### config.mk
export PLATFORM = sky130hd
export DESIGN_NAME = hng_back
export DESIGN_NICKNAME = d
export VERILOG_FILES = /design/src/sv/hng_pkg.sv /design/src/sv/hng_back.sv
export SDC_FILE = /design/constraint.sdc
export NUM_CORES = 2
export LEC_CHECK = 0
export BUFFER_PORTS_ARGS = -buffer_cell sky130_fd_sc_hd__clkbuf_2
export CAP_MARGIN = 20
export CORE_ASPECT_RATIO = 1.1
export CORE_UTILIZATION = 45
export CTS_BUF_LIST = sky130_fd_sc_hd__clkbuf_16
export DETAILED_ROUTE_END_ITERATION = 8
export PLACE_DENSITY = 0.72
export SLEW_MARGIN = 30
export SYNTH_ARGS = -nofsm -noshare
export SYNTH_HDL_FRONTEND = slang
export SYNTH_SLANG_ARGS = --single-unit
### constraint.sdc
create_clock -name clk -period 26.8 [get_ports clk]
set_clock_uncertainty 0.05 [all_clocks]
set_input_delay 1.34 -clock clk [delete_from_list [all_inputs] [get_ports clk]]
set_output_delay 1.34 -clock clk [all_outputs]
set_load 0.05 [all_outputs]
### src/sv/hng_pkg.sv
package hng_pkg;

  typedef struct packed {
    logic [15:0] height;
    logic        frame_start;
  } in_t;

  typedef struct packed {
    logic        [9:0]  col;
    logic        [11:0] row;
    logic signed [15:0] normal_x;
    logic signed [15:0] normal_y;
    logic signed [15:0] normal_z;
    logic               last;
  } out_t;

  typedef struct packed {
    logic [10:0] map_width;
    logic [12:0] map_height;
    logic [9:0]  region_x;
    logic [11:0] region_z;
    logic [10:0] region_w;
    logic [12:0] region_h;
  } cfg_t;

  typedef struct packed {
    logic signed [19:0] sx;
    logic signed [19:0] sz;
    logic        [9:0]  col;
    logic        [11:0] row;
    logic               last;
  } qitem_t;

  typedef enum logic [2:0] {
    REG_MAP_WIDTH  = 3'd0,
    REG_MAP_HEIGHT = 3'd1,
    REG_REGION_X   = 3'd2,
    REG_REGION_Z   = 3'd3,
    REG_REGION_W   = 3'd4,
    REG_REGION_H   = 3'd5
  } reg_idx_t;

  typedef enum logic [2:0] {
    B_IDLE,
    B_SQ,
    B_SUM,
    B_ROOT,
    B_DSET,
    B_DIV,
    B_OUT
  } bstate_t;

  localparam int QDEPTH = 4;
  localparam logic [22:0] SY_SQ = 23'd4194304;
  localparam logic [11:0] SY = 12'd2048;

endpackage

### src/sv/hng_back.sv
module hng_back
  import hng_pkg::*;
#(
  parameter int NORMAL_FRAC_BITS = 14
) (
  input  logic   clk,
  input  logic   rst,
  input  logic   q_empty,
  input  qitem_t q_item,
  output logic   q_pop,
  output logic   out_valid,
  input  logic   out_stall,
  output out_t   out_data
);

  localparam int F   = NORMAL_FRAC_BITS;
  localparam int NW  = F + 29;
  localparam int SQW = 58;
  localparam int RTW = SQW / 2;
  localparam int DRW = RTW + 1;
  localparam int BCW = $clog2(NW + 1);

  bstate_t state, state_next;

  qitem_t          cur;
  logic [37:0]     sq_x;
  logic [SQW-1:0]  sv;
  logic [RTW-1:0]  root;
  logic [RTW+2:0]  srem;
  logic [NW-1:0]   num, quo;
  logic [DRW-1:0]  drem;
  logic [1:0]      comp;
  logic [BCW-1:0]  bcnt;
  logic [15:0]     nx, ny, nz;

  logic            load_out;
  logic            root_done, div_done;
  logic [RTW+2:0]  s_shift, s_trial;
  logic [DRW-1:0]  d_shift;
  logic [17:0]     amag;
  logic            aneg;
  logic [18:0]     mag_x, mag_z;
  logic [NW-1:0]   qf, qc, qs;

  assign root_done = (bcnt == BCW'(RTW - 1));
  assign div_done  = (bcnt == BCW'(NW - 1));

  always_comb begin
    state_next = state;
    unique case (state)
      B_IDLE: if (!q_empty) state_next = B_SQ;
      B_SQ:   state_next = B_SUM;
      B_SUM:  state_next = B_ROOT;
      B_ROOT: if (root_done) state_next = B_DSET;
      B_DSET: state_next = B_DIV;
      B_DIV: begin
        if (div_done) state_next = (comp == 2'd2) ? B_OUT : B_DSET;
      end
      B_OUT:  if (load_out) state_next = B_IDLE;
      default: state_next = B_IDLE;
    endcase
  end

  always_comb begin
    q_pop    = (state == B_IDLE) && !q_empty;
    load_out = (state == B_OUT) && (!out_valid || !out_stall);
  end

  always_comb begin
    s_shift = {srem[RTW:0], sv[SQW-1:SQW-2]};
    s_trial = {1'b0, root, 2'b01};
    d_shift = {drem[DRW-2:0], num[NW-1]};
    mag_x = cur.sx[19] ? 19'(-cur.sx) : cur.sx[18:0];
    mag_z = cur.sz[19] ? 19'(-cur.sz) : cur.sz[18:0];
    case (comp)
      2'd0:    begin aneg = cur.sx[19]; amag = cur.sx[19] ? 18'(-cur.sx) : cur.sx[17:0]; end
      2'd1:    begin aneg = 1'b0; amag = 18'(SY); end
      default: begin aneg = cur.sz[19]; amag = cur.sz[19] ? 18'(-cur.sz) : cur.sz[17:0]; end
    endcase
    qf = {quo[NW-2:0], (d_shift >= DRW'(root))};
    qc = (qf > NW'(1) << F) ? NW'(1) << F : qf;
    qs = aneg ? (~qc + NW'(1)) : qc;
  end

  always_ff @(posedge clk) begin
    unique case (state)
      B_IDLE: begin
        cur <= q_item;
      end
      B_SQ: begin
        sq_x <= 38'(mag_x) * 38'(mag_x);
      end
      B_SUM: begin
        sv   <= {sq_x + 38'(mag_z) * 38'(mag_z) + 38'(SY_SQ), 20'd0};
        srem <= '0;
        root <= '0;
        bcnt <= '0;
        comp <= '0;
      end
      B_ROOT: begin
        sv <= sv << 2;
        if (s_shift >= s_trial) begin
          srem <= s_shift - s_trial;
          root <= {root[RTW-2:0], 1'b1};
        end else begin
          srem <= s_shift;
          root <= {root[RTW-2:0], 1'b0};
        end
        bcnt <= bcnt + BCW'(1);
      end
      B_DSET: begin
        num  <= (NW'(amag) << (F + 10)) + NW'(root >> 1);
        drem <= '0;
        quo  <= '0;
        bcnt <= '0;
      end
      B_DIV: begin
        num <= num << 1;
        if (d_shift >= DRW'(root)) begin
          drem <= d_shift - DRW'(root);
          quo  <= {quo[NW-2:0], 1'b1};
        end else begin
          drem <= d_shift;
          quo  <= {quo[NW-2:0], 1'b0};
        end
        bcnt <= bcnt + BCW'(1);
        if (div_done) begin
          comp <= comp + 2'd1;
        end
      end
      B_OUT: begin
      end
      default: begin
      end
    endcase
    if (state == B_DIV && div_done) begin
      case (comp)
        2'd0:    nx <= qs[15:0];
        2'd1:    ny <= qs[15:0];
        default: nz <= qs[15:0];
      endcase
    end
    if (load_out) begin
      out_data.col      <= cur.col;
      out_data.row      <= cur.row;
      out_data.normal_x <= nx;
      out_data.normal_y <= ny;
      out_data.normal_z <= nz;
      out_data.last     <= cur.last;
    end
  end

  always_ff @(posedge clk) begin
    if (rst) begin
      state     <= B_IDLE;
      out_valid <= 1'b0;
    end else begin
      state <= state_next;
      if (load_out) begin
        out_valid <= 1'b1;
      end else if (!out_stall) begin
        out_valid <= 1'b0;
      end
    end
  end

endmodule
==> run_summary.xml <==
<?xml version="1.0" encoding="UTF-8"?>
<metrics>
  <group name="synthesis">
    <metric name="ys_warn_count" unit="">0</metric>
    <metric name="async_reset_ff_share" unit="%">0</metric>
    <metric name="yosys.area.top_type" unit="">sky130_fd_sc_hd__edfxtp_1</metric>
    <metric name="synthSimpleGateAreaFrac" unit="%">10.2</metric>
    <metric name="synth_ff_type" unit="">sky130_fd_sc_hd__edfxtp_1</metric>
    <metric name="synth.area.mux_share" unit="%">0.988</metric>
    <metric name="post_syn_instances" unit="">4034</metric>
    <metric name="synth.distinct_cells" unit="">81</metric>
    <metric name="synth.most_common_cell" unit="">sky130_fd_sc_hd__inv_1</metric>
    <metric name="post-synth-top-area-fraction" unit="%">31.5</metric>
    <metric name="synth_commonest_cells" unit="">835 x sky130_fd_sc_hd__inv_1, 536 x sky130_fd_sc_hd__fa_1, 438 x sky130_fd_sc_hd__edfxtp_1, 386 x sky130_fd_sc_hd__nor2_1, 350 x sky130_fd_sc_hd__ha_1</metric>
    <metric name="main_combinational_cell_family_by_area_after_synthesis" unit="">adder cells</metric>
    <metric name="synth.avg_cell_area" unit="sq um">10.4</metric>
    <metric name="synth_edf_count" unit="">438</metric>
    <metric name="synth_compound_gate_area_share" unit="%">8.01</metric>
    <metric name="synthesis.area" unit="sq um">41800</metric>
    <metric name="post_synth_fa_ha_maj_area_fraction" unit="%">36.2</metric>
    <metric name="synth_area_leaders" unit="">sky130_fd_sc_hd__edfxtp_1 31%, sky130_fd_sc_hd__fa_1 26%, sky130_fd_sc_hd__ha_1 10%</metric>
    <metric name="post_synthesis_sequential_area_ratio" unit="%">31.7</metric>
    <metric name="synth.ff_latch_count" unit="">442</metric>
    <metric name="synth_xor_area_share" unit="%">4.25</metric>
  </group>
  <group name="cells_and_area">
    <metric name="n_antenna_cell" unit="">0</metric>
    <metric name="drive_above_1_share" unit="%">7.62</metric>
    <metric name="fillCellCount" unit="">8079</metric>
    <metric name="area_growth" unit="%">9.47</metric>
    <metric name="seqCellArea" unit="sq um">13200</metric>
    <metric name="multi_input_comb_area" unit="sq um">25000</metric>
    <metric name="final_net_count" unit="">5109</metric>
  </group>
  <group name="setup_path">
    <metric name="critical-path-slowest-cell" unit="">sky130_fd_sc_hd__xor2_1</metric>
    <metric name="critPathRequiredTime" unit="ps">27110</metric>
    <metric name="critical_path.reg2reg.endpoint" unit="">sv[56]</metric>
    <metric name="critical_path.startpoint" unit="">cur[23]</metric>
    <metric name="critPathMaxStageDelay" unit="ps">780</metric>
    <metric name="crit_fanout" unit="">21</metric>
    <metric name="timing.reg2reg.setup_slack" unit="ps">15690</metric>
    <metric name="crit_path_end_kind" unit="">flip-flop</metric>
    <metric name="crit_arrival" unit="ps">11410</metric>
    <metric name="critPathLaunchType" unit="">flip-flop</metric>
    <metric name="crit_end" unit="">sv[56]</metric>
    <metric name="path_class" unit="">flip-flop to flip-flop</metric>
    <metric name="r2r_start" unit="">cur[23]</metric>
    <metric name="reg2regPathDepth" unit="">31</metric>
  </group>
  <group name="route">
    <metric name="drc" unit="">0</metric>
    <metric name="route.detailed.wl_per_inst" unit="um">17.9</metric>
    <metric name="drtIter0Drc" unit="">1842</metric>
    <metric name="vias_per_cell" unit="">5.30</metric>
    <metric name="vias" unit="">28500</metric>
    <metric name="first_drt_pass_iteration_count" unit="">6</metric>
    <metric name="antenna_violating_nets_post_route" unit="">0</metric>
    <metric name="wl" unit="um">96000</metric>
  </group>
  <group name="global_route">
    <metric name="antenna_found_initial" unit="">1</metric>
    <metric name="grt.met3_usage" unit="%">3.35</metric>
    <metric name="number_of_global_route_vias_before_repair" unit="">29500</metric>
    <metric name="grt.busiest_layer" unit="">met2</metric>
    <metric name="grt_util_met2" unit="%">35.6</metric>
    <metric name="gr-usage-all-layers" unit="%">20.7</metric>
    <metric name="grt.met1_usage" unit="%">26.0</metric>
    <metric name="global_route.overflow_total" unit="">0</metric>
    <metric name="grt_max_degree" unit="">82</metric>
    <metric name="global_route_wire_length_before_repair" unit="um">154000</metric>
  </group>
  <group name="sta">
    <metric name="achievable-frequency" unit="MHz">90.0</metric>
    <metric name="finalCriticalPeriod" unit="ps">11110</metric>
    <metric name="fin_crit_sh" unit="%">41.4</metric>
    <metric name="finalHoldViolCount" unit="">0</metric>
    <metric name="finalSetupViolCount" unit="">0</metric>
    <metric name="slew_headroom" unit="%">34.8</metric>
    <metric name="slew_viol_final" unit="">0</metric>
    <metric name="rsz0062_at_grt" unit="">no</metric>
    <metric name="tns" unit="ps">0</metric>
    <metric name="actual_transition_at_the_worst_max_transition_pin" unit="ps">973</metric>
  </group>
  <group name="clock_network">
    <metric name="cts.sink_count" unit="">442</metric>
    <metric name="insertion_delay" unit="ps">630</metric>
    <metric name="tritoncts.num_buffers" unit="">51</metric>
    <metric name="post_cts_resized" unit="">0</metric>
    <metric name="cts_root_buf" unit="">sky130_fd_sc_hd__clkbuf_16</metric>
    <metric name="longest_clk_path_bufs" unit="">3</metric>
    <metric name="postCtsSetupRepairBufs" unit="">0</metric>
    <metric name="clk_transition_reported_paths" unit="ps">60</metric>
    <metric name="cts_hold_buffers" unit="">0</metric>
    <metric name="cts_tree" unit="">yes</metric>
    <metric name="htree_levels" unit="">2</metric>
  </group>
  <group name="hold_path">
    <metric name="min_path_type" unit="">flip-flop to flip-flop</metric>
  </group>
  <group name="placed_design">
    <metric name="gp_congestion" unit="">0.922</metric>
    <metric name="hpwl" unit="um">74400</metric>
    <metric name="portBuffers" unit="">139</metric>
  </group>
  <group name="floorplan">
    <metric name="std_cell_rows" unit="">116</metric>
    <metric name="coreArea" unit="sq um">91400</metric>
    <metric name="die_area" unit="sq um">94100</metric>
    <metric name="floorplan.initialDensity" unit="%">45.7</metric>
    <metric name="pin_count" unit="">140</metric>
    <metric name="die_h" unit="um">322</metric>
    <metric name="die-width" unit="um">293</metric>
  </group>
  <group name="flow_run">
    <metric name="maxCapViolations" unit="">0</metric>
  </group>
  <group name="status">
    <metric name="outcome" unit="">finished, final reports clean</metric>
  </group>
</metrics>
-- routing by layer --
layer | vias to the layer above | wire, um
met2 | 854 | 47800
li1 | 13300 | -
met5 | - | 0
met1 | 14200 | 38200
met3 | 216 | 5910
met4 | 0 | 4130
-- stage by stage --
| stage | area [sq um] | util [%] | hold WS (ps) | cells | setup WS (ps) |
|---|---|---|---|---|---|
| after floorplan | 41800 | - | 350 | 4035 | 17440 |
| after global placement | 43900 | 48.0 | 350 | 5283 | 16100 |
| after detailed placement | 43900 | 48.1 | 355 | 5283 | 15680 |
| after CTS | 45700 | 50.0 | 311 | 5378 | 15670 |
| after global routing | 45700 | 50.0 | 354 | 5378 | 15210 |
| final | 45700 | 50.0 | 318 | 5378 | 15690 |
-- layout make-up --
class,instances,share of cell area (%)
Inverter,846,6.95
Timing Repair Buffer,186,2.31
Clock inverter,44,1.10
Tap cell,1180,3.23
Sequential cell,442,28.9
Clock buffer,51,2.79
Multi-Input combinational cell,2629,54.7
-- cells in the final DEF (no fill, tap or decap), types with 30 or more instances in the layout --
cell                        netlist  final
sky130_fd_sc_hd__o21ai_0        123    123
sky130_fd_sc_hd__nor2_1         386    386
sky130_fd_sc_hd__mux2i_1         39     39
sky130_fd_sc_hd__xnor2_1        115    113
sky130_fd_sc_hd__nand3_1         30     30
sky130_fd_sc_hd__buf_4            0     45
sky130_fd_sc_hd__ha_1           350    350
sky130_fd_sc_hd__inv_1          835    844
sky130_fd_sc_hd__a21oi_1        144    143
sky130_fd_sc_hd__edfxtp_1       438    438
sky130_fd_sc_hd__nand2_1        344    341
sky130_fd_sc_hd__clkbuf_16        0     51
sky130_fd_sc_hd__fa_1           536    536
sky130_fd_sc_hd__and3_1          51     49
sky130_fd_sc_hd__clkbuf_2         0    139
sky130_fd_sc_hd__a21o_1          62     62
sky130_fd_sc_hd__nor3_1          35     33
sky130_fd_sc_hd__xor2_1          81     78
-- critical path, delay by kind of cell, from the launching register on --
kind	cells	cell delay (ps)
and+or+nand+nor	6	1740
AOI/OAI and AO/OA	7	2490
adders and majority gates	9	4220
xor gates and xnor gates	2	930
DFF	1	460
buffers and inverters	7	920
-- cells by family after synthesis --
family,count (synthesis)
compound gates,520
simple gates,981
xor+xnor,199
flops,442
mux,41
other cells,1
fa+ha+maj,886
buf+inv,964
-- state kept, by name, indices dropped and copies added (netlist names) --
name / flops
state: 3
ny: 16
nx: 16
quo: 42
out_valid: 1
srem: 30
out_data: 71
cur: 63
sv: 38
num: 43
drem: 29
sq_x: 37
bcnt: 6
comp: 2
root: 29
nz: 16
-- worst min path at each step --
stage	from	to	slack, ps	cells after the start
4_1_cts	cur[14]	out_data[62]	310	0
2_1_floorplan	cur[0]	out_data[0]	350	0
3_5_place_dp	ny[1]	out_data[18]	350	0
5_1_grt	nz[11]	out_data[12]	350	0
3_3_place_gp	cur[16]	out_data[64]	350	0
6_report	cur[14]	out_data[62]	320	0
Power is left out: the tool's default activity adds up to more than one toggle a clock period on the data nets, which glitch-free logic cannot reach.
