[src/sv/hng_pkg.sv]
package hng_pkg;

  typedef struct packed {
    logic [15:0] height;
    logic        frame_start;
  } in_t;

  typedef struct packed {
    logic        [9:0]  col;
    logic        [11:0] row;
    logic signed [15:0] normal_x;
    logic signed [15:0] normal_y;
    logic signed [15:0] normal_z;
    logic               last;
  } out_t;

  typedef struct packed {
    logic [10:0] map_width;
    logic [12:0] map_height;
    logic [9:0]  region_x;
    logic [11:0] region_z;
    logic [10:0] region_w;
    logic [12:0] region_h;
  } cfg_t;

  typedef struct packed {
    logic signed [19:0] sx;
    logic signed [19:0] sz;
    logic        [9:0]  col;
    logic        [11:0] row;
    logic               last;
  } qitem_t;

  typedef enum logic [2:0] {
    REG_MAP_WIDTH  = 3'd0,
    REG_MAP_HEIGHT = 3'd1,
    REG_REGION_X   = 3'd2,
    REG_REGION_Z   = 3'd3,
    REG_REGION_W   = 3'd4,
    REG_REGION_H   = 3'd5
  } reg_idx_t;

  typedef enum logic [2:0] {
    B_IDLE,
    B_SQ,
    B_SUM,
    B_ROOT,
    B_DSET,
    B_DIV,
    B_OUT
  } bstate_t;

  localparam int QDEPTH = 4;
  localparam logic [22:0] SY_SQ = 23'd4194304;
  localparam logic [11:0] SY = 12'd2048;

endpackage

[src/sv/hng_fifo.sv]
module hng_fifo
  import hng_pkg::*;
(
  input  logic   clk,
  input  logic   rst,
  input  logic   push,
  input  qitem_t push_item,
  input  logic   pop,
  output qitem_t pop_item,
  output logic   empty,
  output logic [2:0] count
);

  qitem_t     mem [QDEPTH];
  logic [1:0] wr_ptr;
  logic [1:0] rd_ptr;

  assign empty    = (count == 3'd0);
  assign pop_item = mem[rd_ptr];

  always_ff @(posedge clk) begin
    if (push) begin
      mem[wr_ptr] <= push_item;
    end
  end

  always_ff @(posedge clk) begin
    if (rst) begin
      wr_ptr <= '0;
      rd_ptr <= '0;
      count  <= '0;
    end else begin
      if (push) begin
        wr_ptr <= wr_ptr + 2'd1;
      end
      if (pop) begin
        rd_ptr <= rd_ptr + 2'd1;
      end
      count <= count + {2'd0, push} - {2'd0, pop};
    end
  end

endmodule

[config.mk]
export PLATFORM = sky130hd
export DESIGN_NAME = hng_fifo
export DESIGN_NICKNAME = d
export VERILOG_FILES = /design/src/sv/hng_pkg.sv /design/src/sv/hng_fifo.sv
export SDC_FILE = /design/constraint.sdc
export NUM_CORES = 1
export LEC_CHECK = 0
export CORE_MARGIN = 10
export CORE_UTILIZATION = 45
export CTS_CLUSTER_SIZE = 40
export DETAILED_ROUTE_END_ITERATION = 10
export DONT_BUFFER_PORTS = 1
export PLACE_DENSITY = 0.63
export REMOVE_ABC_BUFFERS = 1
export SETUP_SLACK_MARGIN = 0.4
export SKIP_LAST_GASP = 1
export SYNTH_ARGS = -nofsm -noshare
export SYNTH_HDL_FRONTEND = slang
export SYNTH_SLANG_ARGS = --single-unit
[constraint.sdc]
create_clock -name clk -period 5.1 [get_ports clk]
set_clock_uncertainty 0.15 [all_clocks]
set_input_delay 0 -clock clk [delete_from_list [all_inputs] [get_ports clk]]
set_output_delay 0 -clock clk [all_outputs]
set_load 0.02 [all_outputs]
==> results.md, run 1 <==
Outcome:
- The flow ran to the end, and the final reports show no timing, DRC or antenna violations.

Worst setup path:
- STA classifies the critical path startpoint as a flip-flop.
- The worst setup path is of the reg -> out kind.
- The critical path capture point type is an output port.
- STA puts the critical path data required time at 4950 ps.
- The arrival time reported for the critical path endpoint is 2750 ps.
- The largest fanout on the critical path is 34.

Clock network:
- After clock tree synthesis, the flow added hold-fix buffers numbering just under 70.
- The cell sitting at the root of the clock tree is a sky130_fd_sc_hd__clkbuf_16.
- The number of cells upsized or downsized after cts is 0.
- Clock-pin slew was measured on the worst setup and hold paths at 60 ps.
- The latest clock arrival within the worst-skew pair is roughly 510 ps.
- The level count of the clock H-tree is 1.
- The number of buffers inserted to repair setup after CTS is 0.
- The clock tree buffer depth is 3.
- The TritonCTS clock tree is yes.
- The clock drives ~260 sinks.
- The TritonCTS buffer count is 26.

Cells and area:
- The repair_antennas step left the layout with diodes totalling 0.
- The number of inserted filler cells in the final layout is ~1600.
- Cells fill ~54% of the core in the end.
- The relative area change from synthesis to final layout is 18.4%.
- The net count reported at finish is between 500 and 600.
- The post-route netlist has between 20 and 25% of its cells at a drive strength greater than 1.

Yosys:
- The fraction of the yosys area taken by sequential cells is about four fifths.
- The share of async-settable or async-resettable flops after synthesis is 0%.
- After technology mapping, the gate count stands at 370.
- Dividing the synthesized area by the synthesized cell count gives ~26 µm².
- Yosys printed 0 warnings.
- In the post-synthesis netlist, the biggest area contributors are sky130_fd_sc_hd__edfxtp_1, sky130_fd_sc_hd__mux4_2, sky130_fd_sc_hd__dfxtp_1, sky130_fd_sc_hd__buf_12, sky130_fd_sc_hd__mux4_1.
- Yosys mapped a number of flops with a built-in enable equal to between 200 and 300.
- Among all flip-flop cells after synthesis, the most frequent one is sky130_fd_sc_hd__edfxtp_1.
- Summed over all instances, the cell type with the most area after synthesis is sky130_fd_sc_hd__edfxtp_1.
- Synthesis instantiated 21 different standard cells from the library.
- The area share of the largest cell type after synthesis is ~79%.
- In the synthesized netlist, the cells that appear most often are sky130_fd_sc_hd__edfxtp_1, sky130_fd_sc_hd__mux4_2, sky130_fd_sc_hd__dfxtp_1.
- The post-synthesis cell area is between 9000 and 10000 µm².
- By instance count, the leading cell after synthesis is sky130_fd_sc_hd__edfxtp_1.
- The number of storage elements in the synthesis netlist is roughly 260.

Drt:
- The final routed wire length divided by cell count is 23.2 µm.
- For this run, the detailed router's first-pass iteration total came to 4.
- The number of vias after detailed routing is between 4000 and 5000.
- The post-route DRC violation count is 0.
- The total wire length after detailed routing is between 15000 and 20000 µm.
- Dividing the detail-routed via count by the number of cells gives approximately 5.4.
- The antenna violation net count after detailed routing is 0.
- The initial DRC count is 266.

Placement:
- The final estimated routing congestion in global placement is ~0.64.
- The total half-perimeter wirelength after legalization and detailed placement is just under 10000 µm.
- The number of port buffers is 0.

Die:
- The die covers ~28000 µm².
- The initialized floorplan defines 53 standard-cell rows.
- The initial utilization of the core area, before any placement, comes to 45.6%.
- During I/O placement, the number of pins put on the boundary was approximately 130.
- The width of the chip is around 170 µm.
- The region available for standard cell placement spans 21000 µm².
- From bottom edge to top edge, the die measures about 170 µm.

STA:
- Setup repair after global routing left no endpoint under its margin.
- In this run the tightest slew margin relative to its limit is a little under a third.
- The post-route fraction of the period consumed by the critical path is between 50 and 60%.
- The fmax is between 300 and 400 MHz.
- Setup violations remaining at the end of the flow were counted as 0.
- The slew at the pin closest to its max-slew limit is 1020 ps.
- Setup total negative slack on the finished layout was measured at 0 ps.
- The number of max-slew violations in the final report came to 0.
- The final-report hold violation count is 0.
- The time the worst path needs with I/O delays and setup is approximately 2900 ps.

Power:
- The portion of total power attributed to the clock network is between 30% and 40%.
- The post-route total power is between 4000 and 5000 µW.
- The sequential group share of total power is between 50% and 60%.
- The maximum vdd ir drop is roughly 0.36 mV.
- The switching fraction of total power is a little over a fifth.
- The switching power is about 1100 µW.
- The combinational power share is under 10%.
- The analysis attributes to cell leakage a power of between 0.003 and 0.004 µW.
- The cell internal power dissipation is about 3800 µW.
- The power density normalized to cell area is approximately 430 nW/µm².

GRT:
- The initial antenna violation count is 1.
- The maximum number of pins on one net before global-route repair is 64.
- The global-route usage over all layers is about an eighth.
- The first global-routing pass estimated between 20000 and 30000 µm of wire.
- The total congestion overflow after global routing is 0.
- The via count of the first global-routing pass came to 4334.

Job:
- Max-cap violations in this run came to 0.

Min path:
- In this run the worst hold path is classified as in -> reg.
through the flow:
step / std cells / hold WS, ps / setup slack (ps) / instance area [µm²]
2_1_floorplan: 356 / -78.4 / 1490 / 9430
3_3_place_gp: 632 / -83.0 / 2670 / 9800
3_5_place_dp: 632 / -74.7 / 2610 / 9800
4_1_cts: 748 / 11.0 / 2050 / 11400
5_1_grt: 748 / 25.1 / 1920 / 11400
6_report: 748 / 35.2 / 2200 / 11400
kinds of logic (layout without fill, tap and decap cells):
family,after synthesis,in the layout,share of synthesized area (%)
XOR/XNOR,3,3,0.430
adder cells (fa/ha/maj),7,7,0.991
multiplexers,64,64,15.0
AND/OR/NAND/NOR,13,13,0.717
buffers and inverters,20,123,1.96
AO/OA/AOI/OAI,2,2,0.156
flip-flops,261,261,80.7
worst max-delay path, cell delays in order (launching register included):
cell                      delay (ps)
sky130_fd_sc_hd__dfxtp_4         760
sky130_fd_sc_hd__buf_4           650
sky130_fd_sc_hd__mux4_1          790
cells in the final DEF (no fill, tap or decap):
master	netlist	routed
sky130_fd_sc_hd__edfxtp_1	252	252
sky130_fd_sc_hd__dlygate4sd3_1	0	68
sky130_fd_sc_hd__mux4_2	60	60
sky130_fd_sc_hd__clkbuf_16	0	27
sky130_fd_sc_hd__dfxtp_1	9	7
sky130_fd_sc_hd__inv_1	6	6
sky130_fd_sc_hd__ha_1	6	6
sky130_fd_sc_hd__clkbuf_1	1	6
sky130_fd_sc_hd__nor2_1	5	5
sky130_fd_sc_hd__clkinvlp_4	0	5
sky130_fd_sc_hd__and2_4	0	4
sky130_fd_sc_hd__bufinv_16	0	4
sky130_fd_sc_hd__mux4_1	3	3
sky130_fd_sc_hd__clkinv_1	0	3
sky130_fd_sc_hd__clkinv_2	0	3
sky130_fd_sc_hd__xnor2_1	2	2
sky130_fd_sc_hd__nor2b_1	2	2
sky130_fd_sc_hd__dfxtp_4	0	2
sky130_fd_sc_hd__nor3_1	1	1
sky130_fd_sc_hd__a21bo_2	1	1
sky130_fd_sc_hd__nand3b_1	1	1
sky130_fd_sc_hd__a21oi_1	1	1
sky130_fd_sc_hd__xor3_1	1	1
sky130_fd_sc_hd__mux2i_1	1	1
sky130_fd_sc_hd__fa_1	1	1
sky130_fd_sc_hd__buf_4	0	1
path summary, 6_finish.rpt:
check,startpoint,endpoint,slack (ps),cells after the start
setup / recovery,flip-flop,pop_item[1],2200,2
hold / removal,push_item[35],mem[0][35]$_DFFE_PP_,40,1
setup reg to reg,count[0]$_SDFF_PP0_,count[1]$_SDFF_PP0_,2670,7
hold reg to reg,rd_ptr[1]$_SDFFE_PP0P_,flip-flop,370,2
power groups by stage:
stage               logic, µW  registers (µW)  clock network, µW
finish                    437            2530               1920
global route              469            2550               2060
CTS                       451            2540               1970
detailed placement        380            2580                  0
global placement          371            2580                  0
floorplan                 304            2570                  0
registers in the layout (all words and copies together), names as in the netlist, named ones only:
signal  flops
count       3
mem       252
rd_ptr      2
wr_ptr      2
per-layer routing:
| metal | up-vias | GRT usage [%] | share of wire (%) |
|---|---|---|---|
| li1 | 1744 | - | - |
| met4 | 2 | 2.81 | 2.0 |
| met2 | 138 | 20.3 | 49 |
| met3 | 36 | 4.57 | 8.4 |
| met1 | 2137 | 15.6 | 41 |
| met5 | - | 0 | 0.075 |
layout make-up:
cell class | instances | area (µm²) | area share (%)
Multi-Input combinational cell | 89 | 1670 | 14.7
Timing Repair Buffer | 69 | 688 | 6.06
Tap cell | 275 | 344 | 3.03
Clock inverter | 15 | 184 | 1.62
Clock buffer | 33 | 698 | 6.14
Inverter | 6 | 22.5 | 0.198
Sequential cell | 261 | 7750 | 68.3
Note: power is estimated with default switching activity, not from simulation.
==> run 2, diff against run 1 <==
--- a/config.mk
+++ b/config.mk
@@ -10,7 +10,7 @@
 export CTS_CLUSTER_SIZE = 40
 export DETAILED_ROUTE_END_ITERATION = 10
 export DONT_BUFFER_PORTS = 1
-export PLACE_DENSITY = 0.63
+export PLACE_DENSITY = 0.65
 export REMOVE_ABC_BUFFERS = 1
 export SETUP_SLACK_MARGIN = 0.4
 export SKIP_LAST_GASP = 1
==> constraint.sdc (replaced) <==
create_clock -name clk -period 2.4 [get_ports clk]
set_clock_uncertainty 0.15 [all_clocks]
set_input_delay 0 -clock clk [delete_from_list [all_inputs] [get_ports clk]]
set_output_delay 0 -clock clk [all_outputs]
set_load 0.02 [all_outputs]
==> run 2 against run 1 <==
Effect of this change: sequential power is 110% higher; total power is 110% higher; die area stayed put; critical path depth is 1 higher; sequential share of layout area is 2.2 points lower; count of clock-buffer cells in the layout is 2 higher; via count is 2.2% higher; wire length is 6.9% higher; highest routed layer is now met4; register-to-register slack worse by 2200 ps.
==> results.md, run 2 (synthesized netlist as in run 1, its figures left out) <==
STA:
- Setup violations remaining at the end of the flow were counted as 0.
- The final-report hold violation count is 0.
- For the pin with the worst max-slew slack, the measured transition is around 640 ps.
- Setup repair after global routing could not meet its margin everywhere.
- The number of max-slew violations in the final report is 0.
- Derived from the worst setup path, the maximum achievable clock frequency is 500 MHz.
- The tightest hold path in the finished design has a slack of ~25 ps.
- The post-route fraction of the period consumed by the critical path is between 80 and 90%.
- The time the worst path needs with I/O delays and setup is between 1500 and 2000 ps.
- The worst path meets setup with approximately 400 ps of slack.
- Measured against its own limit, the worst slew margin works out to a little under three fifths.

Worst setup path:
- The critical path capture point type is an output port.
- The kind of cell with the highest combined delay on the critical path is multiplexers.
- Together, buffers and inverters on the worst path number 2.
- Of all nets on the critical path, the largest fanout is 14.
- The arrival time reported for the critical path endpoint is ~1900 ps.
- The category of the most critical setup path is reg -> out.
- Traced cell by cell, the critical path runs through buf_12, buf_16, mux4_2.
- The worst setup path is launched from a flip-flop.
- The delay of the slowest cell on the worst path is slightly above 600 ps.
- The data required time at the worst endpoint is 2250 ps.
- Among all stages on the critical path, the largest delay is contributed by sky130_fd_sc_hd__mux4_2.

Clock network:
- The tree is rooted in a sky130_fd_sc_hd__clkbuf_16.
- Buffers inserted during clock tree synthesis total 27.
- The longest clock path from root to sink contains 3 buffers.
- After clock tree synthesis, the clock-pin slew on the worst setup and hold paths is approximately 60 ps.
- The latest clock arrival within the worst-skew pair is 530 ps.
- CTS saw ~260 sinks.
- TritonCTS built the clock tree.
- The level count of the clock H-tree is 1.

Die:
- The number of top-level design ports is roughly 130.
- The initial standard-cell utilization of the core is a little under half.
- The width of the chip is around 170 µm.
- The die covers about 28000 µm².
- Row generation in the floorplan step produced between 50 and 60 rows.
- The die is 166 µm tall.
- The core box area is roughly 21000 µm².

Power:
- The cell internal power dissipation is 8110 µW.
- The switching fraction of total power is roughly 22%.
- The power density normalized to cell area is 887 nW/µm².
- In this run, the combinational gates consume 10.9% of the power.
- The cell leakage power is roughly 0.0038 µW.
- VDD sags by at most between 0.6 and 0.7 mV.
- The clock network burns 38.0% of the power.
- The switching power is roughly 2300 µW.
- Sequential cells burn a little over 50% of the power.

Cells and area:
- Compared with the post-synthesis result, the final layout area differs by 22.4%.
- The commonest non-fill, non-tap cell in the layout is sky130_fd_sc_hd__edfxtp_1.
- At the end of the flow, the number of nets in the layout was ~560.
- The number of inserted filler cells in the final layout is between 1500 and 2000.
- In the final layout, the registers with the most flip-flops are mem: 252 flops, count: 3 flops.
- The register with the most flip-flops in the layout has roughly 250 of them.
- The register with the most flip-flops in the final layout is mem.
- The cell area after layout is roughly 12000 µm².
- Cells with a size suffix above 1 make up roughly 27% of the layout.
- In the layout the commonest cells are sky130_fd_sc_hd__edfxtp_1, sky130_fd_sc_hd__dlygate4sd3_1, sky130_fd_sc_hd__mux4_2.
- Once layout is complete, the utilization of the core stands at 55.9%.

GRT:
- The global-route usage over all layers is between 10% and 20%.
- The initial antenna violation count is 3.
- The via count of the first global-routing pass is around 4600.
- The first global-routing pass estimated 28700 µm of wire.
- Entering global routing, the biggest net connects 53 pins.
- The total congestion overflow after global routing is 0.
- The met1 usage is between 15 and 20%.
- For this run, global-route usage on met2 was measured as about a fifth.
- The global routing stage identified its most utilized layer as met2.
- Global routing consumed, on the met3 layer, between 4 and 5% of the routing resources.

Placement:
- After detailed placement, the total cell area comes to around 10000 µm².
- The number of port buffers is 0.
- Timing analysis after detailed placement gives a worst setup slack of roughly 450 ps.
- The final estimated routing congestion in global placement is slightly above 0.7.
- The total half-perimeter wirelength after legalization and detailed placement is approximately 11000 µm.

Drt:
- Dividing the detail-routed via count by the number of cells gives 5.33.
- The antenna violation net count after detailed routing is 0.
- The initial DRC count is 327.
- In the final routed layout, each cell accounts on average for roughly 24 µm.
- The total wire length after detailed routing is 18500 µm.
- Summing over every cut layer, the via total after detailed routing is between 4000 and 5000.
- The number of optimization iterations in the first detailed-route pass is 4.
- For this run, design rule violations remaining after detail routing come to 0.

Min path:
- The tightest min-delay check is of the in -> reg type.

Outcome:
- The run finished with clean final reports.

Job:
- The number of max-capacitance violations reported is 0.
-- run 2: changes by cell type in the layout (fill, tap and decap cells not counted), sizes merged --
cell / change
clkinv: +2
diode: +3
buf: +27
bufinv: -1
dlygate4sd3: -2
inv: +1
clkinvlp: -5
clkbuf: +4
bufbuf: +1
-- run 2: cell type report --
cell class / count / area [µm²] / area share (%)
Antenna cell: 3 / 7.51 / 0.0639
Clock buffer: 35 / 706 / 6.01
Clock inverter: 12 / 134 / 1.14
Inverter: 6 / 22.5 / 0.192
Multi-Input combinational cell: 89 / 1660 / 14.1
Sequential cell: 261 / 7760 / 66.0
Tap cell: 275 / 344 / 2.93
Timing Repair Buffer: 97 / 1120 / 9.50
-- run 2: routing by layer --
layer | vias to the layer above | share of wire, %
met5 | - | 0
met4 | 0 | 1.2
met3 | 19 | 8.0
met2 | 139 | 50
met1 | 2180 | 40
li1 | 1808 | -
-- run 2: repair_timing --
item,CTS,global route
setup buffers,8,6
endpoints found under the setup margin,63,59
hold buffers,66,0
hold endpoints to repair,504,0
gates cloned,2,2
resized for setup,9,1
-- run 2: path summary, 6_finish.rpt --
kind	start	endpoint	slack [ps]	cells past startpoint
setup / recovery	flip-flop	pop_item[22]	400	3
hold / removal	push_item[48]	mem[0][48]$_DFFE_PP_	20	1
setup reg to reg	count[0]$_SDFF_PP0_	count[2]$_SDFF_PP0_	510	7
hold reg to reg	rd_ptr[1]$_SDFFE_PP0P_	flip-flop	390	2
-- run 2: per-stage QoR --
step | total power (µW) | cells | setup TNS [ps]
final | 10400 | 778 | 0
after global routing | 10800 | 776 | 0
after CTS | 10500 | 767 | 0
after detailed placement | 6350 | 644 | 0
after global placement | 6320 | 644 | 0
after floorplan | 6110 | 356 | -120110
-- run 2: worst reg2reg max path, delay by kind of cell (launching register included) --
family        cells  cell delay, ps
fa+ha+maj         3             840
simple gates      1              40
flops             1             410
xor+xnor          1             200
buf+inv           2             130
-- run 2: power groups by stage --
stage	sequential, µW	clock [µW]	combinational, µW
5_1_grt	5340	4280	1220
4_1_cts	5330	4080	1130
6_report	5320	3970	1130
3_5_place_dp	5450	0	892
2_1_floorplan	5470	0	645
3_3_place_gp	5440	0	881
==> run 3, diff against run 2 <==
--- a/config.mk
+++ b/config.mk
@@ -5,6 +5,7 @@
 export SDC_FILE = /design/constraint.sdc
 export NUM_CORES = 1
 export LEC_CHECK = 0
+export ABC_AREA = 1
 export CORE_MARGIN = 10
 export CORE_UTILIZATION = 45
 export CTS_CLUSTER_SIZE = 40
==> constraint.sdc (replaced) <==
create_clock -name clk -period 1.75 [get_ports clk]
set_clock_uncertainty 0.15 [all_clocks]
set_input_delay 0 -clock clk [delete_from_list [all_inputs] [get_ports clk]]
set_output_delay 0 -clock clk [all_outputs]
set_load 0.02 [all_outputs]
==> run 3 against run 2 <==
Effect of this change: the flow now finishes with violations (negative setup slack); sequential cell count unchanged; sequential share of layout area shrank 16 points; combinational power grew 130%; total power rose by 52%; worst setup slack got worse by 510 ps; non-clock buffer count increased by 73; clock power is 51% higher; synthesized cell count up 110%; first-iteration DRC count increased by 48%; cell count grew 66%.
==> results.md, run 3 <==
Yosys:
- Averaged over all synthesized cells, the footprint is about 14 µm².
- Yosys mapped a number of flops with a built-in enable equal to between 200 and 300.
- Summed over its instances, the top area cell type makes up around 70% of the synthesized netlist area.
- The number of library cell types mapped by synthesis is 18.
- After synthesis, the share of flip-flops with an asynchronous set or reset is 0%.
- The Yosys step of the flow raised 0 warnings.
- By count the netlist is led by sky130_fd_sc_hd__edfxtp_1, sky130_fd_sc_hd__inv_1, sky130_fd_sc_hd__nand2_1.
- The post-synthesis cell area is 10700 µm².
- The biggest area contributor in the post-synthesis netlist is sky130_fd_sc_hd__edfxtp_1.
- In the post-synthesis netlist, the biggest area contributors are sky130_fd_sc_hd__edfxtp_1, sky130_fd_sc_hd__o211ai_2, sky130_fd_sc_hd__inv_1, sky130_fd_sc_hd__nand2_1, sky130_fd_sc_hd__a21oi_1.
- The number of storage elements in the synthesis netlist is 261.
- The most instantiated flip-flop cell in the synthesis netlist is sky130_fd_sc_hd__edfxtp_1.
- The synthesized instance count is 790.
- The leading cell type by number of instances after synthesis is sky130_fd_sc_hd__edfxtp_1.
- The share of the Yosys chip area taken by registers is between 70% and 80%.

Placement:
- The count of buffers added on input and output ports is 0.
- The total half-perimeter wirelength after legalization and detailed placement is 12400 µm.
- The final estimated routing congestion in global placement is roughly 0.7.

Worst setup path:
- The critical path contains buffers and inverters numbering 3 combined.
- The worst setup path is captured at an output port.
- The setup path with the least slack is of type reg -> out.
- On the critical path the largest part of the delay comes from buffers and inverters.
- The arrival time reported for the critical path endpoint is roughly 1700 ps.
- The dominant cell type by count on the critical path is sky130_fd_sc_hd__buf_12.
- STA puts the critical path data required time at 1600 ps.
- Traced cell by cell, the critical path runs through buf_12, buf_12, buf_16, o211ai_2, nand2_2.
- The slowest stage of the critical path is the sky130_fd_sc_hd__dfxtp_4 cell.
- The startpoint type of the worst setup path is a flip-flop.
- Along the worst path, the maximum fanout reaches 8.
- In this run the register-to-register setup slack is around 90 ps.
- The delay of the slowest cell on the worst path is about 380 ps.

GRT:
- The total congestion overflow after global routing is 0.
- The maximum number of pins on one net before global-route repair is 40.
- The initial antenna violation count is 1.
- The via count of the first global-routing pass is around 6600.
- The first-pass GRT wire length is ~39000 µm.
- The global-route usage over all layers is about 16%.

Clock network:
- CTS built an H-tree with a depth of 1.
- The number of clock buffers added by TritonCTS is 28.
- After clock tree synthesis, the clock-pin slew on the worst setup and hold paths is 60 ps.
- TritonCTS built the clock tree.
- The clock reaches the later pin of the worst-skew pair after approximately 540 ps.
- Clock tree synthesis found a total of 261 sinks.
- The clock root buffer is sky130_fd_sc_hd__clkbuf_16.
- The clock tree buffer depth is 3.

Die:
- The vertical die dimension is around 170 µm.
- The initial standard-cell utilization of the core is a little under half.
- The row count is 56.
- 134 I/O pins were placed.
- The die area is 30400 µm².
- The core box area is roughly 23000 µm².
- In this run the horizontal extent of the chip is 174 µm.

Drt:
- For this block, the routed nets add up to roughly 28000 µm of wire.
- In this run, the number of DRC markers left after iteration 0 of detailed routing was around 490.
- The antenna violation net count after detailed routing is 0.
- In the final routed layout, each cell accounts on average for around 21 µm.
- The post-route DRC violation count is 0.
- The number of optimization iterations in the first detailed-route pass is 4.
- The ratio of routed vias to standard cells is between 5 and 6.
- The number of vias after detailed routing is approximately 6700.

STA:
- The final setup violation count is 49.
- The time the worst path needs with I/O delays and setup is 1860 ps.
- Setup repair after global routing could not meet its margin everywhere.
- The setup slack after layout is -111 ps.
- The worst max-slew margin expressed relative to the limit is a little under 50%.
- The fmax is 537 MHz.
- The worst-case hold slack is between 20 and 30 ps.
- The final-report hold violation count is 0.
- At the pin with the least slew margin, the transition time is 769 ps.
- The number of max-slew violations in the final report is 0.
- The post-route fraction of the period consumed by the critical path is 106%.

Cells and area:
- For this run, the post-layout net count is 1024.
- The largest registers in the layout are mem: 252 flops, count: 3 flops.
- Cells fill between 60% and 70% of the core in the end.
- The fraction of layout cells with a size suffix above 1 is 39.1%.
- The area growth from synthesis to layout is 43.9%.
- In the layout the commonest cells are sky130_fd_sc_hd__edfxtp_1, sky130_fd_sc_hd__inv_1, sky130_fd_sc_hd__dlygate4sd3_1.
- The count of antenna diodes in the layout is 0.
- The commonest non-fill, non-tap cell in the layout is sky130_fd_sc_hd__edfxtp_1.
- Ranked by flip-flop count, first place goes to mem.
- The number of flip-flops under the largest register name is 252.

Power:
- Across the VDD grid, the largest voltage drop is between 0.7 and 0.8 mV.
- The cell leakage power is roughly 0.0057 µW.
- In this run the power density over the cells is around 1000 nW/µm².

Outcome:
- The final reports fail on negative setup slack.
- The flow ran to the end, but the final reports show violations.

Job:
- Across the run, the number of max-cap violations was 0.

Min path:
- The path class of the tightest hold or removal check is in -> reg.
==> run 3: metrics by stage <==
stage	power, µW	worst slack, ps	TNS (ps)	std cells	instance area, µm²
after CTS	15600	-72.5	-3160	1254	14200
after floorplan	8370	-4230	-416570	748	10400
after global placement	8690	108	0	1090	11100
after detailed placement	8710	104	0	1090	11100
after global routing	16500	-154	-6010	1291	15500
final	15900	-111	-3090	1291	15500
==> run 3: worst paths after layout <==
path                     startpoint  cells after the start                    to
max                       flip-flop                      5           pop_item[3]
min                   push_item[38]                      1  mem[1][38]$_DFFE_PP_
max reg2reg     count[0]$_SDFF_PP0_                      7   count[1]$_SDFF_PP0_
min reg2reg  rd_ptr[1]$_SDFFE_PP0P_                      2             flip-flop
==> run 3: per-layer routing <==
metal | vias up | global-route usage (%) | wire length, µm
met5 | - | 0 | 13
met4 | 2 | 4.06 | 501
met3 | 40 | 3.94 | 1760
met2 | 198 | 26.6 | 13500
met1 | 3348 | 20.3 | 11700
li1 | 3111 | - | -
==> run 3: layout make-up <==
class                   count  area (µm²)
multi-input cells         345        2850
repair buffers            170        2870
clock buffers              32         737
clock inverters            20         210
inverters                 142         588
well taps                 319         399
flip-flops and latches    261        7770
repair inverters            2        32.5
fillers                  1565        8020
==> run 3: cell families after synthesis <==
kind of cell / share of synthesized area [%]
adder cells (fa/ha/maj): 0.885
AND/OR/NAND/NOR: 4.88
AO/OA/AOI/OAI: 13.7
flip-flops: 72.1
buffers and inverters: 8.41
==> run 3: report_power, final <==
group	switching (µW)	total [µW]	internal [µW]	leakage (µW)
Sequential	132	7280	7150	0.00239
Clock	2400	6010	3620	0.000457
Combinational	1470	2590	1120	0.00286
==> run 3: what timing repair did <==
| item | 4_1_cts | 5_1_grt |
|---|---|---|
| hold endpoints to repair | 513 | 0 |
| hold buffers | 67 | 0 |
| setup endpoints to repair | 285 | 321 |
| pin swaps | 92 | 69 |
| resized for setup | 216 | 131 |
| buffers inserted | 22 | 11 |
| cloned | 23 | 26 |
==> run 3: worst register-to-register path, delay by kind of cell, from the launching register on <==
kind | cells | cell delay, ps
buf+inv | 3 | 130
fa+ha+maj | 3 | 910
simple gates | 1 | 80
flops | 1 | 340
